$ cat config.mk
export PLATFORM = sky130hd
export DESIGN_NAME = sync_length_frame_deframer_unit
export DESIGN_NICKNAME = d
export VERILOG_FILES = /design/src/hdl/slfd_pkg.sv /design/src/hdl/slfd_parser.sv /design/src/hdl/sync_length_frame_deframer_unit.sv
export SDC_FILE = /design/constraint.sdc
export NUM_CORES = 1
export LEC_CHECK = 0
export ABC_CLOCK_PERIOD_IN_PS = 5000
export BUFFER_PORTS_ARGS = -buffer_cell sky130_fd_sc_hd__buf_2
export CORE_MARGIN = 3
export CORE_UTILIZATION = 59
export CTS_CLUSTER_SIZE = 25
export DETAILED_ROUTE_END_ITERATION = 8
export GPL_TIMING_DRIVEN = 1
export PLACE_DENSITY = 0.91
export SKIP_CTS_REPAIR_TIMING = 1
export SYNTH_ARGS = -nofsm -noshare
export SYNTH_HDL_FRONTEND = slang
export SYNTH_SLANG_ARGS = --single-unit
$ cat constraint.sdc
create_clock -name clk -period 5 [get_ports clk]
set_clock_uncertainty 0.2 [all_clocks]
set_input_delay 0.5 -clock clk [delete_from_list [all_inputs] [get_ports clk]]
set_output_delay 0.5 -clock clk [all_outputs]
set_load 0.02 [all_outputs]
$ cat src/hdl/slfd_pkg.sv
// ----------------------------------------------------------------------------
// slfd_pkg: shared types and constants of the sync/length frame deframer
// Holds the parse phase encoding, the result record and fixed field widths.
// ----------------------------------------------------------------------------
`default_nettype none

package slfd_pkg;

	localparam int unsigned ByteW  = 8;
	localparam int unsigned WordW  = 16;
	localparam int unsigned PhaseW = 3;

	localparam logic [ByteW-1:0] SyncReset   = 8'h53;
	localparam logic [WordW-1:0] HeaderBytes = 16'd2;

	// Parse phase; one code of the 3-bit space has no member
	typedef enum logic [PhaseW-1:0] {
		PH_SYNC1    = 3'd0,
		PH_SYNC2    = 3'd1,
		PH_LEN_LO   = 3'd2,
		PH_LEN_HI   = 3'd3,
		PH_PROTO_LO = 3'd4,
		PH_PROTO_HI = 3'd5,
		PH_BODY     = 3'd6
	} phase_t;

	// One result word plus its presence flag
	typedef struct packed {
		logic             valid;
		logic [WordW-1:0] protocol_id;
		logic [ByteW-1:0] body_byte;
		logic             has_body_byte;
		logic             last_of_frame;
		logic             bad_length;
	} result_t;

endpackage

`default_nettype wire

$ cat src/hdl/slfd_parser.sv
// ----------------------------------------------------------------------------
// slfd_parser: frame header parser
// Walks sync, length and protocol fields one byte per step and produces at
// most one result per byte; holds all frame state.
// ----------------------------------------------------------------------------
`default_nettype none

module slfd_parser (
	input  wire logic                      clk,
	input  wire logic                      arst_n,
	input  wire logic                      step,
	input  wire logic [slfd_pkg::ByteW-1:0] in_byte,
	input  wire logic [slfd_pkg::ByteW-1:0] sync_byte,
	output slfd_pkg::result_t              result
);
	import slfd_pkg::*;

	phase_t           phase_q;
	phase_t           phase_d;
	logic [ByteW-1:0] len_lo_q;
	logic [WordW-1:0] proto_q;
	logic [WordW-1:0] left_q;
	logic [WordW-1:0] length_full;
	logic [WordW-1:0] left_dec;
	logic             len_short;
	logic             sync_hit;

	assign sync_hit    = (in_byte == sync_byte);
	assign length_full = {in_byte, len_lo_q};
	assign len_short   = (length_full < HeaderBytes);
	assign left_dec    = left_q - 16'd1;

	// Next phase
	always_comb begin
		phase_d = phase_q;
		unique case (phase_q)
			PH_SYNC1:    phase_d = sync_hit ? PH_SYNC2 : PH_SYNC1;
			PH_SYNC2:    phase_d = sync_hit ? PH_LEN_LO : PH_SYNC1;
			PH_LEN_LO:   phase_d = PH_LEN_HI;
			PH_LEN_HI:   phase_d = len_short ? PH_SYNC1 : PH_PROTO_LO;
			PH_PROTO_LO: phase_d = PH_PROTO_HI;
			PH_PROTO_HI: phase_d = (left_q == '0) ? PH_SYNC1 : PH_BODY;
			PH_BODY:     phase_d = (left_dec == '0) ? PH_SYNC1 : PH_BODY;
			default:     phase_d = sync_hit ? PH_SYNC2 : PH_SYNC1;
		endcase
	end

	// Result for the current byte; valid marks a byte that yields a word
	always_comb begin
		result = '0;
		unique case (phase_q)
			PH_LEN_HI: begin
				if (len_short) begin
					result.valid         = 1'b1;
					result.last_of_frame = 1'b1;
					result.bad_length    = 1'b1;
				end
			end
			PH_PROTO_HI: begin
				if (left_q == '0) begin
					result.valid         = 1'b1;
					result.protocol_id   = {in_byte, proto_q[ByteW-1:0]};
					result.last_of_frame = 1'b1;
				end
			end
			PH_BODY: begin
				result.valid         = 1'b1;
				result.protocol_id   = proto_q;
				result.body_byte     = in_byte;
				result.has_body_byte = 1'b1;
				result.last_of_frame = (left_dec == '0);
			end
			default: result = '0;
		endcase
	end

	// Advance phase on each byte
	always_ff @(posedge clk or negedge arst_n) begin
		if (!arst_n) begin
			phase_q <= PH_SYNC1;
		end else if (step) begin
			phase_q <= phase_d;
		end
	end

	// Capture header fields and count down the body
	always_ff @(posedge clk or negedge arst_n) begin
		if (!arst_n) begin
			len_lo_q <= '0;
			proto_q  <= '0;
			left_q   <= '0;
		end else if (step) begin
			case (phase_q)
				PH_LEN_LO:   len_lo_q <= in_byte;
				PH_LEN_HI:   if (!len_short) left_q <= length_full - HeaderBytes;
				PH_PROTO_LO: proto_q <= {{(WordW-ByteW){1'b0}}, in_byte};
				PH_PROTO_HI: proto_q <= {in_byte, proto_q[ByteW-1:0]};
				PH_BODY:     left_q <= left_dec;
				default:     ;
			endcase
		end
	end

endmodule

`default_nettype wire

$ cat src/hdl/sync_length_frame_deframer_unit.sv
// ----------------------------------------------------------------------------
// sync_length_frame_deframer_unit: byte stream frame deframer
// Finds two sync bytes, reads a little-endian length and protocol number and
// emits the body bytes tagged with the protocol number.
// ----------------------------------------------------------------------------
// Usage:
//   s_axis carries one raw stream byte per word. m_axis carries one result
//   per word: tdata holds protocol_id and body_byte, tlast marks the final
//   result of a frame, tuser flags has_body_byte and bad_length. Sync bytes
//   give no word; header bytes give one only for a short length or empty body.
//   cfg_valid/cfg_data write the sync byte; cfg_ready is always high. Write
//   it only while the block is idle.
//   Path: an accepted body byte is held in the input register, then parsed
//   and loaded into the result register, from which m_axis presents it.
//   Throughput: one byte per cycle while m_axis does not stall, set by the
//   parser step between the input and result registers.
//   Reset clears both registers, returns the parser to sync hunt and loads
//   the sync byte with ASCII 'S'.
//   When m_axis stalls with a result held, the input register still drains
//   bytes that give no result; s_axis_tready drops once a held byte would
//   produce a result with no room to put it.
// ----------------------------------------------------------------------------
`default_nettype none

module sync_length_frame_deframer_unit (
	input  wire logic        clk,
	input  wire logic        arst_n,
	// sync byte write
	input  wire logic        cfg_valid,
	output logic             cfg_ready,
	input  wire logic [7:0]  cfg_data,
	// raw stream
	input  wire logic        s_axis_tvalid,
	output logic             s_axis_tready,
	input  wire logic [7:0]  s_axis_tdata,   // [7:0] in_byte
	// results
	output logic             m_axis_tvalid,
	input  wire logic        m_axis_tready,
	output logic [23:0]      m_axis_tdata,   // [15:0] protocol_id, [23:16] body_byte
	output logic             m_axis_tlast,   // last_of_frame
	output logic [1:0]       m_axis_tuser    // [0] has_body_byte, [1] bad_length
);
	import slfd_pkg::*;

	logic [ByteW-1:0] sync_q;
	logic             in_valid_s1;
	logic [ByteW-1:0] in_byte_s1;
	logic             out_valid_s2;
	result_t          out_s2;
	result_t          res;
	logic             out_room;
	logic             step;
	logic             pending_hit;

	// Sync byte register
	assign cfg_ready = 1'b1;
	always_ff @(posedge clk or negedge arst_n) begin
		if (!arst_n) begin
			sync_q <= SyncReset;
		end else if (cfg_valid && cfg_ready) begin
			sync_q <= cfg_data;
		end
	end

	// Parse the held byte when the result slot can take it
	assign out_room      = !out_valid_s2 || m_axis_tready;
	assign pending_hit   = in_valid_s1 && res.valid;
	assign step          = in_valid_s1 && (out_room || !pending_hit);
	assign s_axis_tready = !in_valid_s1 || step;

	slfd_parser u_parser (
		.clk       (clk),
		.arst_n    (arst_n),
		.step      (step),
		.in_byte   (in_byte_s1),
		.sync_byte (sync_q),
		.result    (res)
	);

	// Input register
	always_ff @(posedge clk or negedge arst_n) begin
		if (!arst_n) begin
			in_valid_s1 <= 1'b0;
		end else if (s_axis_tready) begin
			in_valid_s1 <= s_axis_tvalid;
		end
	end

	always_ff @(posedge clk) begin
		if (s_axis_tready && s_axis_tvalid) begin
			in_byte_s1 <= s_axis_tdata;
		end
	end

	// Result register: load on a produced result, drop when taken
	always_ff @(posedge clk or negedge arst_n) begin
		if (!arst_n) begin
			out_valid_s2 <= 1'b0;
		end else if (step && res.valid) begin
			out_valid_s2 <= 1'b1;
		end else if (m_axis_tready) begin
			out_valid_s2 <= 1'b0;
		end
	end

	always_ff @(posedge clk) begin
		if (step && res.valid) begin
			out_s2 <= res;
		end
	end

	assign m_axis_tvalid = out_valid_s2;
	assign m_axis_tdata  = {out_s2.body_byte, out_s2.protocol_id};
	assign m_axis_tlast  = out_s2.last_of_frame;
	assign m_axis_tuser  = {out_s2.bad_length, out_s2.has_body_byte};

endmodule

`default_nettype wire

==> results of run 1 <==
[synth_stat cells, types with 2 or more instances]
| cell | count |
|---|---|
| or4_1 | 3 |
| xor2_1 | 18 |
| o21ai_1 | 12 |
| dfstp_2 | 4 |
| o41ai_1 | 3 |
| o21ai_0 | 15 |
| or3_1 | 5 |
| nor4_1 | 7 |
| dfrtp_1 | 49 |
| buf_2 | 6 |
| o211ai_1 | 3 |
| xnor2_1 | 6 |
| nor2b_1 | 5 |
| edfxtp_1 | 35 |
| a22o_1 | 14 |
| nor3_1 | 15 |
| nand2b_1 | 4 |
| nor2_1 | 16 |
| inv_1 | 10 |
| nand4_1 | 3 |
| o22ai_1 | 7 |
| o21ai_2 | 8 |
| nand4b_1 | 4 |
| and3_1 | 10 |
| nand3_1 | 12 |
| ha_1 | 4 |
| buf_4 | 2 |
| or4_4 | 2 |
| nand2_1 | 43 |
| and2_1 | 10 |
| a21oi_1 | 18 |
| buf_6 | 5 |
| clkbuf_1 | 20 |
| mux2_2 | 22 |
[per-layer routing]
metal | global-route usage | up-vias
met3 | 0.0430 | 18
met2 | 0.376 | 233
met1 | 0.348 | 1683
li1 | - | 1616
met5 | 0 | -
met4 | 0.0829 | 0
[state kept, by name, indices dropped and copies added, names as in the netlist]
register	flops
in_byte_s1	8
in_valid_s1	1
m_axis_tdata	24
m_axis_tlast	1
m_axis_tuser	2
m_axis_tvalid	1
sync_q	8
u_parser.left_q	16
u_parser.len_lo_q	8
u_parser.phase_q	3
u_parser.proto_q	16
[power breakdown]
| group | switching [µW] | internal, µW | total, µW |
|---|---|---|---|
| Clock | 263 | 187 | 450 |
| Combinational | 575 | 408 | 983 |
| Sequential | 276 | 971 | 1250 |
[logic make-up (layout without fill, tap and decap cells)]
family / count (synthesis) / after routing
xor gates and xnor gates: 25 / 25
buffers and inverters: 44 / 79
other: 1 / 1
AOI/OAI and AO/OA: 93 / 93
muxes: 22 / 22
and+or+nand+nor: 152 / 152
adders and majority gates: 4 / 4
DFF: 88 / 88
[final timing paths]
path,depth (start not counted),startpoint,endpoint,slack (ps)
max,7,u_parser.phase_q[0],s_axis_tready,1490
min,2,arst_n,u_parser.proto_q[2],60
min reg2reg,1,u_parser.proto_q[2],u_parser.proto_q[2],310
max in group asynchronous,2,arst_n,u_parser.left_q[5],4060
min in group clk,1,s_axis_tdata[3],in_byte_s1[3],110
max reg2reg,8,u_parser.phase_q[0],m_axis_tlast,1830
[final cells by class]
cell class	count	area (µm²)
fillers	578	2420
multi-input cells	297	2030
clock inverters	6	51.3
repair buffers	53	275
inverters	10	37.5
clock buffers	10	128
flip-flops and latches	88	2380
well taps	99	124
[metrics by stage]
step | instance area (µm²) | hold WS [ps]
2_1_floorplan | 4630 | 4.41
3_3_place_gp | 4840 | 278
3_5_place_dp | 4840 | 288
4_1_cts | 5020 | 80.0
5_1_grt | 5020 | 95.6
6_report | 5020 | 56.0
[cell usage in the layout (no fill, tap or decap), types with 10 or more instances in the layout]
master    synthesis  final
dfrtp_1          49     49
buf_2             6     49
nand3_1          12     12
xor2_1           18     18
and2_1           10     10
inv_1            10     10
a21oi_1          18     18
nor2_1           16     15
o21ai_0          15     15
o21ai_1          12     12
edfxtp_1         35     35
nand2_1          43     43
nor3_1           15     15
mux2_2           22     22
and3_1           10     10
a22o_1           14     14
==> impl_metrics.ini, run 1 <==
[status]
status = complete, no violations

[cells_and_area]
syn2layout_area_growth_pct = 8.43
drive_above_1_share = 0.259
diodes = 0
utilization = 0.675
stdcell_count = 563
finalNetCount = 484

[setup_path]
start_kind = flip-flop
critPathKind = reg -> out
crit_path_max_fanout = 18
required_ps = 4300
arrival_ps = 2810
crit_path_cell_trace = nor2b_1, nand2_1, inv_1, a31o_2, or2_1, nand3_1, buf_2
endpoint_kind = output pin
path_buf_inv = 2
crit_slowest_cell = dfrtp_1
cp_top_family = simple AND/OR/NAND/NOR gates
critPathMaxStageDelay_ps = 580

[routing]
dr.pass1.iters = 6
drt-met1-wl_um = 4330
viasPerCell = 6.31
highest_layer = met4
route.met3.wl_um = 1020
wl_met2_um = 4850
drc = 0
initialDrtViolationCount = 334
wl_per_cell_um = 18.4
finalWirelength_um = 10400
vias = 3550
postRouteAntennaNets = 0

[worst_hold_path]
hp-class = in -> async

[global_route]
grt_pass1_vias = 3240
grt_max_degree = 54
grt_pass1_wl_um = 16600
grt_usage = 0.243
antenna_found_initial = 0
grt_remaining_overflow = 0

[timing]
period_share = 0.702
tns_ps = 0
setup_slack_ps = 1490
period_minus_slack_ps = 3510
max_freq_mhz = 285
setup_viol_count_final = 0
worst-slew-pin-transition_ps = 722
final_max_slew_viol_count = 0
rsz0062_at_grt = no
hold_viol_final = 0
relSlewSlack = 0.517

[pwr]
p_leak_uw = 0.00201
p_per_area_nw_per_um2 = 533
power_uw = 2680
peakVddDrop_mv = 0.282

[synthesis]
synthAdderAreaFrac = 0.0108
synthCells = 429
ys_seq_elements = 88
synthXorXnorAreaFrac = 0.0489
yosysWarnings = 0
synthMuxAreaShare = 0.0535
yosysTopAreaCellShare = 0.265
seq_area_frac_synth = 0.514
synth_edf_count = 35
synth.distinct_cells = 63
synth_top_family_by_area = simple AND/OR/NAND/NOR gates
synth-async-reset-ratio = 0.602
synth_top_cell_by_area = dfrtp_1
synth_compound_area_frac = 0.140
synth_area_leaders = dfrtp_1, edfxtp_1, mux2_2
synth_nets = 454
synthSimpleGateAreaFrac = 0.182
syn_area_um2 = 4630
synth.avg_cell_area_um2 = 10.8
synthFlopType = dfrtp_1

[place]
place_ws_ps = 1890
dp_cells = 547
port-buffer-count = 49
gp_congestion = 0.918
dp_hpwl_um = 7140

[clock_tree]
clock-root-buffer = clkbuf_8
cts_tree = yes
clock-sinks = 88
cts_buffers = 9
clock_path_buffers = 2
clk_latency_ps = 360
path_clk_slew_ps = 90
htree_levels = 3

[floorplanning]
io_pins = 51
die_y_um = 94.6
die_w_um = 94.6
dieArea_um2 = 8950
coreArea_um2 = 7450
num_rows = 31
initial_utilization = 0.622

[flow_run]
drv_cap = 0
Note: power is estimated with default switching activity, not from simulation.
==> inputs of run 2 (changes only) <==
ABC_CLOCK_PERIOD_IN_PS = 2900   (was 5000)
CORE_UTILIZATION = 53   (was 59)
PLACE_DENSITY = 0.87   (was 0.91)
clock period = 2.9 ns   (was 5 ns; I/O delays follow)
==> impl_metrics.ini, run 2 (same netlist as run 1, synthesis figures left out) <==
[setup_path]
critPathMaxStageDelay_ps = 500
crit_slowest_cell = or4_4
critPathKind = reg -> out
path_buf_inv = 1
cp_top_family = simple AND/OR/NAND/NOR gates
endpoint_kind = output pin
crit_path_cell_trace = or3_4, or4_4, nor2_4, or2_4, nand3_2, buf_6
arrival_ps = 2270
crit_path_max_fanout = 4
required_ps = 2410
start_kind = flip-flop

[pwr]
p_per_area_nw_per_um2 = 878
power_uw = 4740
p_leak_uw = 0.00219
peakVddDrop_mv = 0.423

[floorplanning]
num_rows = 33
die_y_um = 99.5
dieArea_um2 = 9900
coreArea_um2 = 8340
initial_utilization = 0.556
die_w_um = 99.5
io_pins = 51

[global_route]
antenna_found_initial = 0
grt_pass1_vias = 3431
grt_usage = 0.225
grt_remaining_overflow = 0
grt_pass1_wl_um = 17400
grt_max_degree = 44

[cells_and_area]
layout_common_cells = dfrtp_1, buf_2, nand2_1
syn2layout_area_growth_pct = 16.5
postLayoutCellArea_um2 = 5400
diodes = 0
finalNetCount = 523
drive_above_1_share = 0.286
final_common_cell = dfrtp_1
largest_reg_flops = 24
stdcell_count = 608

[place]
dp_cells = 572
port-buffer-count = 49
dp_hpwl_um = 7540
post_dp_cell_area_um2 = 5010
gp_congestion = 0.936

[routing]
wl_per_cell_um = 18.3
finalWirelength_um = 11100
postRouteAntennaNets = 0
drc = 0
vias = 3745
initialDrtViolationCount = 373
dr.pass1.iters = 5
viasPerCell = 6.16

[timing]
fin_hold_ws_ps = 132
worst-slew-pin-transition_ps = 771
setup_viol_count_final = 0
rsz0062_at_grt = no
relSlewSlack = 0.486
period_minus_slack_ps = 2760
max_freq_mhz = 363
tns_ps = 0
final_max_slew_viol_count = 0
hold_viol_final = 0
period_share = 0.951

[flow_run]
drv_cap = 0

[status]
status = complete, no violations

[clock_tree]
clock-root-buffer = clkbuf_8
cts_tree = yes
clock_path_buffers = 2
path_clk_slew_ps = 90
htree_levels = 3
clock-sinks = 88
clk_latency_ps = 370
cts_buffers = 9

[worst_hold_path]
hp-class = in -> reg
run 2: cell type report:
class                           instances  area [µm²]
Fill cell                             586        2940
Sequential cell                        88        2380
Multi-Input combinational cell        297        2040
Timing Repair Buffer                   92         632
Tap cell                              105         131
Clock buffer                           10         128
Clock inverter                          6        43.8
Inverter                               10        37.5
run 2: power breakdown:
part | total, µW | internal, µW | switching (µW)
clock network | 757 | 315 | 442
logic | 1930 | 818 | 1120
registers | 2050 | 1670 | 376
run 2: final timing paths:
path	start	end	slack (ps)	cells after the start
max	in_byte_s1[5]	s_axis_tready	140	6
min	cfg_valid	sync_q[5]	130	2
max reg2reg	u_parser.left_q[0]	u_parser.left_q[7]	230	9
min reg2reg	u_parser.proto_q[1]	u_parser.proto_q[1]	310	1
max in group asynchronous	arst_n	sync_q[6]	1400	3
min in group asynchronous	arst_n	u_parser.proto_q[6]	350	2
run 2: per-stage QoR:
stage,utilization,worst slack [ps]
2_1_floorplan,-,72.6
3_3_place_gp,0.601,333
3_5_place_dp,0.601,249
4_1_cts,0.622,32.1
5_1_grt,0.647,21.8
6_report,0.647,142
run 2: worst register-to-register path, delay by kind of cell (launching register included):
family | cells | cell delay (ps)
fa+ha+maj | 1 | 220
flops | 1 | 450
buf+inv | 3 | 630
simple gates | 1 | 180
compound gates | 4 | 880
run 2: metal layers:
metal / share of wire / global-route usage / up-vias
met5: 0 / 0 / -
met4: 0.024 / 0.0840 / 0
met3: 0.10 / 0.0533 / 29
met2: 0.48 / 0.350 / 210
met1: 0.40 / 0.309 / 1818
li1: - / - / 1688
==> inputs of run 3 (changes only) <==
ABC_CLOCK_PERIOD_IN_PS = 3100   (was 2900)
CORE_UTILIZATION = 55   (was 53)
clock period = 3.1 ns   (was 2.9 ns; I/O delays follow)
==> impl_metrics.ini, run 3 (same netlist as run 1, synthesis figures left out) <==
[status]
status = complete, no violations

[cells_and_area]
postLayoutCellArea_um2 = 5340
final_common_cell = buf_2
syn2layout_area_growth_pct = 15.2
finalNetCount = 512
layout_common_cells = buf_2, dfrtp_1, nand2_1
utilization = 0.670
largest_reg_flops = 24
drive_above_1_share = 0.274
nFillCells = 550
diodes = 0

[routing]
viasPerCell = 6.14
postRouteAntennaNets = 0
finalWirelength_um = 10900
wl_per_cell_um = 18.4
vias = 3646
drc = 0
initialDrtViolationCount = 369
dr.pass1.iters = 5

[timing]
tns_ps = 0
worst-slew-pin-transition_ps = 760
hold_viol_final = 0
setup_viol_count_final = 0
period_minus_slack_ps = 2980
setup_slack_ps = 125
rsz0062_at_grt = no
max_freq_mhz = 336
final_max_slew_viol_count = 0
relSlewSlack = 0.491
period_share = 0.960

[global_route]
antenna_found_initial = 0
grt_remaining_overflow = 0
grt_pass1_wl_um = 16900
grt_pass1_vias = 3353
grt_max_degree = 44
grt_usage = 0.219

[worst_hold_path]
min_from = cfg_data[7]
hp-class = in -> reg
holdPathEnd = sync_q[7]
holdPathStages = 2

[clock_tree]
htree_levels = 3
clk_latency_ps = 360
clock-sinks = 88
clock-root-buffer = clkbuf_8
cts_buffers = 9
clock_path_buffers = 2
cts_tree = yes
path_clk_slew_ps = 100

[pwr]
swShare = 0.416
p_seq_frac = 0.439
p_leak_uw = 0.00215
combPwrFrac = 0.385
p_per_area_nw_per_um2 = 841
clkPwrFrac = 0.177
power_switching_uw = 1870
p_int_uw = 2620
peakVddDrop_mv = 0.536

[setup_path]
r2r_setup_slack_ps = 380
start_kind = flip-flop
reg2regPathDepth = 8
timing.rr.end = m_axis_tlast
required_ps = 2590
crit_path_max_fanout = 11
arrival_ps = 2470
endpoint_kind = output pin
reg2reg_from = u_parser.left_q[0]
critPathKind = reg -> out

[place]
dp_hpwl_um = 6970
post_dp_cell_area_um2 = 4950
place_ws_ps = 340
gp_congestion = 0.969
port-buffer-count = 49

[floorplanning]
num_rows = 32
die_y_um = 97.8
initial_utilization = 0.582
die_w_um = 97.8
dieArea_um2 = 9560
coreArea_um2 = 7970
io_pins = 51

[flow_run]
drv_cap = 0
run 3: worst max-delay path: stages (launching register included):
cell	delay, ps
dfrtp_2	490
or4_4	600
nor3_4	220
a31o_4	270
or2_1	170
nand3_1	150
buf_2	210
run 3: area by class of cell:
| type | count | area (µm²) | share of cell area |
|---|---|---|---|
| Sequential cell | 88 | 2380 | 0.447 |
| Timing Repair Buffer | 81 | 541 | 0.101 |
| Inverter | 10 | 37.5 | 0.00703 |
| Clock inverter | 7 | 72.6 | 0.0136 |
| Tap cell | 102 | 128 | 0.0239 |
| Clock buffer | 9 | 124 | 0.0232 |
| Multi-Input combinational cell | 297 | 2050 | 0.384 |
run 3: worst max-delay path by stage:
stage	startpoint	to	slack, ps	depth (start not counted)
after global routing	in_byte_s1[5]	s_axis_tready	30	6
after global placement	u_parser.left_q[6]	m_axis_tdata[16]	410	7
after floorplan	u_parser.left_q[6]	m_axis_tdata[0]	270	8
final	u_parser.left_q[6]	s_axis_tready	120	6
after detailed placement	u_parser.left_q[6]	m_axis_tdata[13]	340	7
after CTS	u_parser.left_q[6]	s_axis_tready	9	6
run 3: layer usage:
| layer | vias up | part of all wire | GRT usage |
|---|---|---|---|
| li1 | 1669 | - | - |
| met1 | 1779 | 0.42 | 0.297 |
| met2 | 180 | 0.49 | 0.355 |
| met3 | 18 | 0.071 | 0.0464 |
| met4 | 0 | 0.016 | 0.0671 |
| met5 | - | 0 | 0 |
run 3: power by group through the flow:
stage / clock network (µW) / logic, µW / registers (µW)
floorplan: 0 / 1360 / 1840
global placement: 0 / 1580 / 1930
detailed placement: 0 / 1640 / 1960
CTS: 790 / 1660 / 1940
global route: 857 / 1880 / 2010
finish: 793 / 1730 / 1970
run 3: metrics by stage:
stage                     instances  hold WS [ps]  total power, µW
final                           594          5.20             4490
after global routing            594          11.3             4740
after CTS                       577          -322             4390
after detailed placement        561          75.1             3610
after global placement          561          71.0             3520
after floorplan                 429          -186             3210
